### src/tcw_pkg.sv
// text console writer: shared constants, item and state types, cell helpers
// no dependencies
package tcw_pkg;

  localparam int COLUMNS     = 80;
  localparam int ROWS        = 25;
  localparam int CELL_COUNT  = COLUMNS * ROWS;
  localparam int COPY_COUNT  = COLUMNS * (ROWS - 1);
  localparam int CELL_W      = 11;
  localparam int ROW_W       = 5;
  localparam int COL_W       = 7;
  localparam int DATA_W      = 16;
  localparam int QUEUE_DEPTH = 2;

  localparam logic [7:0] BLANK_CHAR = 8'h20;
  localparam logic [7:0] RESET_ATTR = 8'h0F;

  typedef enum logic [1:0] {
    OP_WRITE_CHAR = 2'd0,
    OP_END_LINE   = 2'd1,
    OP_CLEAR      = 2'd2,
    OP_READ_CELL  = 2'd3
  } op_t;

  typedef struct packed {
    op_t               op;
    logic [7:0]        char_code;
    logic [7:0]        attr;
    logic [CELL_W-1:0] cell_index;
    logic              index_ok;
  } item_t;

  typedef enum logic [2:0] {
    ST_IDLE,
    ST_COPY,
    ST_FILL,
    ST_RESUME,
    ST_READ
  } state_t;

  typedef enum logic [1:0] {
    FK_INIT,
    FK_SCROLL,
    FK_LINE,
    FK_CLEAR
  } fill_kind_t;

  function automatic logic [DATA_W-1:0] make_cell(input logic [7:0] attr,
                                                 input logic [7:0] ch);
    return {attr, ch};
  endfunction

  function automatic logic [CELL_W-1:0] cell_addr(input logic [ROW_W-1:0] row,
                                                  input logic [COL_W-1:0] col);
    return CELL_W'(row) * CELL_W'(COLUMNS) + CELL_W'(col);
  endfunction

endpackage

### src/tcw_queue.sv
// text console writer command queue between front and back
// depends on tcw_pkg
module tcw_queue #(
  parameter int DEPTH = tcw_pkg::QUEUE_DEPTH
) (
  input  logic           clk,
  input  logic           rst_n,
  input  logic           push,
  input  tcw_pkg::item_t push_item,
  input  logic           pop,
  output tcw_pkg::item_t pop_item,
  output logic           empty,
  output logic           full
);

  localparam int PTR_W = (DEPTH > 1) ? $clog2(DEPTH) : 1;
  localparam int CNT_W = $clog2(DEPTH + 1);

  tcw_pkg::item_t   slot_r [DEPTH];
  logic [PTR_W-1:0] wr_ptr_r, wr_ptr_nxt;
  logic [PTR_W-1:0] rd_ptr_r, rd_ptr_nxt;
  logic [CNT_W-1:0] count_r, count_nxt;
  logic             do_push, do_pop;

  function automatic logic [PTR_W-1:0] ptr_inc(input logic [PTR_W-1:0] p);
    return (p == PTR_W'(DEPTH - 1)) ? '0 : p + 1'b1;
  endfunction

  always_comb begin
    empty      = (count_r == '0);
    full       = (count_r == CNT_W'(DEPTH));
    do_push    = push && !full;
    do_pop     = pop && !empty;
    pop_item   = slot_r[rd_ptr_r];
    wr_ptr_nxt = do_push ? ptr_inc(wr_ptr_r) : wr_ptr_r;
    rd_ptr_nxt = do_pop ? ptr_inc(rd_ptr_r) : rd_ptr_r;
    count_nxt  = count_r + CNT_W'(do_push) - CNT_W'(do_pop);
  end

  always_ff @(posedge clk) begin
    if (!rst_n) begin
      wr_ptr_r <= '0;
      rd_ptr_r <= '0;
      count_r  <= '0;
    end else begin
      wr_ptr_r <= wr_ptr_nxt;
      rd_ptr_r <= rd_ptr_nxt;
      count_r  <= count_nxt;
    end
  end

  always_ff @(posedge clk) begin
    if (do_push) begin
      slot_r[wr_ptr_r] <= push_item;
    end
  end

endmodule

### config.mk
export PLATFORM = sky130hd
export DESIGN_NAME = tcw_queue
export DESIGN_NICKNAME = d
export VERILOG_FILES = /design/src/tcw_pkg.sv /design/src/tcw_queue.sv
export SDC_FILE = /design/constraint.sdc
export NUM_CORES = 1
export LEC_CHECK = 0
export BUFFER_PORTS_ARGS = -buffer_cell sky130_fd_sc_hd__buf_4
export CAP_MARGIN = 20
export CORE_MARGIN = 2
export CORE_UTILIZATION = 49
export CTS_BUF_LIST = sky130_fd_sc_hd__clkbuf_2
export CTS_CLUSTER_DIAMETER = 40
export DETAILED_ROUTE_END_ITERATION = 8
export GPL_ROUTABILITY_DRIVEN = 1
export GPL_TIMING_DRIVEN = 1
export PLACE_DENSITY = 0.8
export SYNTH_ARGS = -nofsm -noshare
export SYNTH_HDL_FRONTEND = slang
export SYNTH_SLANG_ARGS = --single-unit
### constraint.sdc
create_clock -name clk -period 2.5 [get_ports clk]
set_clock_uncertainty 0.05 [all_clocks]
set_input_delay 0.125 -clock clk [delete_from_list [all_inputs] [get_ports clk]]
set_output_delay 0.125 -clock clk [all_outputs]
set_load 0.01 [all_outputs]
* Yosys cells after proc, flatten, opt, wreduce, memory -nomap -nowiden
Memories as Yosys holds them, arrays and structs flattened. A register that Yosys moved wholly into a read port is not among the register bits.
Index checks and enable logic that the tools add are counted.
** Storage, ports and cells
- Register bits :: 4
- RAM bits :: 60
- Input bits :: 34
- Word-level logic and storage cells :: 20
- Memories :: 1
** Memory list
- slot_r :: words 2, bits a word 30, read ports 1, clocked after memory_dff 1, write ports 1, line tcw_queue.sv:19 : tcw_pkg::item_t slot_r [DEPTH];
** Cells by class
- $add $sub $neg :: 4
- Equal/unequal tests :: 1
- Mux-type cells :: 6
- Reductions and logical operators :: 5
** Operators with widths (count)
- $mux W1 :: 6
- $add A1 B1 Y1 const B :: 2
- $add A2 B1 Y2 :: 1
- $eq A2 B2 Y1 const B :: 1
- $logic_and A1 B1 Y1 :: 2
- $logic_not A1 Y1 :: 2
- $logic_not A2 Y1 :: 1
- $sub A2 B1 Y2 :: 1

* Longest topological paths before layout
- Word-level depth :: 5
- Gate-level depth with buffers :: 8
- Depth with buffers taken out :: 8

* Least setup slack after synthesis
Ideal clock, no wire load.
- Kind :: flip-flop to flip-flop
- From :: reg count_r[0]
- To :: mem slot_r[0][0] in the netlist's numbering, enable pin
- Library setup time :: 0.417 ns
- Data arrival time :: 1.862 ns
- Setup slack :: 0.171 ns
- Cell stages (with the launch flop) :: 4
- Buffers on the path :: 0
- Cell sequence :: dfxtp_1 nand2b_1 nand2_1 nor2_1
** On the way
- Cells in the longest elaborated chain, start to end :: 5
** RTL lines
- from (decl) :: line tcw_queue.sv:22 : logic [CNT_W-1:0] count_r, count_nxt;
- from (signal assigned) :: line tcw_queue.sv:48 : count_r <= count_nxt;
- $eq A2 B2 Y1 :: line tcw_queue.sv:31 : full = (count_r == CNT_W'(DEPTH));
- $logic_not A1 Y1 :: line tcw_queue.sv:32 : do_push = push && !full;
- $logic_and A1 B1 Y1 :: line tcw_queue.sv:32
- $mux W1 :: line tcw_queue.sv:53 : if (do_push) begin
- $mux W1 (not written as such) :: line tcw_queue.sv:54 : slot_r[wr_ptr_r] <= push_item;
- to (decl) :: line tcw_queue.sv:19
Every way passes these cells.

==> metrics.md <==
| Metric | Value |
|---|---|
| Outcome | `finished, final reports clean` |
| Via Count | `1416` |
| CTS Sinks | `65` |
| Antenna Nets Post-Route | `0` |
| Ranking of synthesized cells by area | `edfxtp_1, mux2_4, dfxtp_1` |
| Syn Nets | `156` |
| Worst-path maximum fanout | `20` |
| Area growth syn-to-layout | `42.83%` |
| Largest net degree at the start of global routing | `21` |
| Footprint of the multi-input gates | `576.8 um^2` |
| Drc violations | `0` |
| Slowest cell on crit path | `dfxtp_2` |
| Fillers | `327` |
| HP Class | `in2reg` |
| 1st-iter DRT viols | `107` |
| Bufs on Longest Clock Path | `2` |
| Die W | `75.73 um` |
| Synth Warn # | `0` |
| Reg clk slew, reported paths | `160 ps` |
| Final Hold Vio Count | `0` |
| Top-count cell post-synth | `edfxtp_1` |
| DR WL/cell | `14.63 um` |
| Peak Freq | `0.5116 GHz` |
| WP data required | `2330 ps` |
| Max stage delay on crit path | `600 ps` |
| RSZ-0062 raised after global routing | `false` |
| CTS tree | `yes` |
| Tcrit/Tclk final | `0.7819` |
| Post-DP Area | `3117 um^2` |
| CP delay by family, top | `flip-flops` |
| Largest area contributor in the netlist | `edfxtp_1` |
| Synthesized area per cell | `21.01 um^2` |
| Kind of critical path | `reg2out` |
| CTS HTree Levels | `3` |
| Critical path arrival | `1780 ps` |
| Max Transition Viols Final | `0` |
| Slew margin rel. | `0.7417` |
| Post-CTS setup buffer count | `0` |
| Overall routing resource usage | `0.1672` |
| CTS Buf Count | `9` |
| Fin Hold WS | `51.96 ps` |
| EDFF count, synth | `60` |
| Share of cells above drive strength 1 | `0.5064` |
| Min Tclk post-route | `1955 ps` |
| Cells after Synth | `120` |
| Initial antenna violation count | `0` |
| Worst-margin pin slew | `387.4 ps` |
| Sequential area share after synthesis | `0.7543` |
| Static leakage | `1.467 nW` |
| Peak VDD IR | `0.5919 mV` |
| CP endpoint kind | `output port` |
| Final instance area | `3601 um^2` |
| Core Area | `5042 um^2` |
| Die H | `75.73 um` |
| Worst path bufs/invs | `2` |
| Synth top cells by count | `edfxtp_1, mux2_4, dfxtp_1, nor2_1` |
| DP HPWL | `2903 um` |
| Routability cong. | `0.6863` |
| Fraction of registers with async set or reset after synthesis | `0` |
| Global-route wire length before repair | `6810 um` |
| Setup TNS | `0 ps` |
| Io pins | `66` |
| Clk root buf | `clkbuf_2` |
| Final wirelength | `4462 um` |
| Site Rows | `26` |
| Crit-path cells | `buf_12, mux2_4, buf_4` |
| Die area | `5735 um^2` |
| Remaining global-route overflow | `0` |
| Max-cap viol count | `0` |
| Worst Setup Start Kind | `flip-flop` |
| Initial core utilization | `0.5000` |
| Final setup vio count | `0` |
| ANT cells | `0` |
| Router iterations before antenna repair | `4` |
| Flop2flop setup slack | `620 ps` |
| Yosys reg bits | `65` |
| Number of global-route vias before repair | `1523` |
| Worst-skew pair later-pin latency | `450 ps` |
| Nets | `266` |
| Commonest register cell after synthesis | `edfxtp_1` |
| Synthesized area | `2521 um^2` |
| Count of cell types in the netlist | `16` |
| Port bufs | `65` |
| Sequential Area | `1903 um^2` |
| Pwr/cell area | `952.4 nW/um^2` |
| Synth top area share | `0.7146` |
| Via/cell ratio | `4.643` |
## area by class of cell
type                    count  area share
repair buffers            102      0.2384
multi-input cells          49      0.1602
well taps                  70     0.02432
inverters                   3    0.003127
clock inverters             7     0.03301
flip-flops and latches     65      0.5285
clock buffers               9     0.01251
## metrics by stage
stage / worst slack (ps) / std cells / power (mW) / util
finish: 545.2 / 305 / 3.430 / 0.7141
detailed placement: 647.4 / 257 / 2.627 / 0.6181
CTS: 493.2 / 305 / 3.459 / 0.7141
floorplan: 170.8 / 120 / 2.175 / -
global placement: 895.9 / 257 / 2.581 / 0.6181
global route: 444.3 / 305 / 3.588 / 0.7141
## layout by cell type (no fill, tap or decap)
cell type,synthesis,layout
clkinv_4,0,1
and3_1,1,1
buf_12,0,1
clkbuf_2,0,9
dfxtp_1,5,4
mux2_4,30,30
clkinv_2,0,1
mux2i_1,1,1
inv_1,3,3
o21a_2,1,1
xnor2_1,1,1
clkinvlp_4,0,2
dlygate4sd3_1,0,32
nand2_1,2,2
ha_1,2,2
nand2b_1,2,2
xor2_1,1,1
and2_1,2,2
dfxtp_2,0,1
edfxtp_1,60,60
nor3_1,1,1
bufinv_16,0,3
buf_4,0,69
nor2_2,0,1
nor2_1,5,4
## metal layers
metal / GRT usage / vias to the layer above / share of wire
li1: - / 677 / -
met1: 0.1774 / 687 / 0.37
met2: 0.3005 / 50 / 0.56
met3: 0.07275 / 2 / 0.068
met4: 0.05068 / 0 / 0.0022
met5: 0 / - / 0
## path summary, 6_finish.rpt
kind                   start          end  cells past startpoint
setup / recovery   flip-flop  pop_item[2]                      3
setup reg to reg  count_r[0]   count_r[1]                      8
hold / removal           pop     rd_ptr_r                      4
hold reg to reg     wr_ptr_r     wr_ptr_r                      2
## state kept, by name, indices dropped and copies added (netlist names), named ones only
signal	count
slot_r	60
wr_ptr_r	1
rd_ptr_r	1
count_r	2
## cells by family after synthesis
| logic type | count (synthesis) | share of synthesized area |
|---|---|---|
| buffers and inverters | 6 | 0.01786 |
| muxes | 31 | 0.1826 |
| adders and majority gates | 2 | 0.009924 |
| and+or+nand+nor | 13 | 0.02481 |
| AOI/OAI and AO/OA | 1 | 0.003475 |
| xor gates and xnor gates | 2 | 0.006949 |
| DFF | 65 | 0.7543 |
## power breakdown
| group | internal, mW | switching [mW] |
|---|---|---|
| Combinational | 0.667 | 0.467 |
| Sequential | 1.40 | 0.0960 |
| Clock | 0.431 | 0.366 |
## worst min-delay path: stages
cell,delay (ps)
buf_4,80
o21a_2,140
xnor2_1,90
nor2_1,90
## what timing repair did
item	4_1_cts	5_1_grt
hold buffers	32	0
hold endpoints to repair	65	0
resized for setup	0	0
No activity file was read; power rests on OpenSTA's default activity.
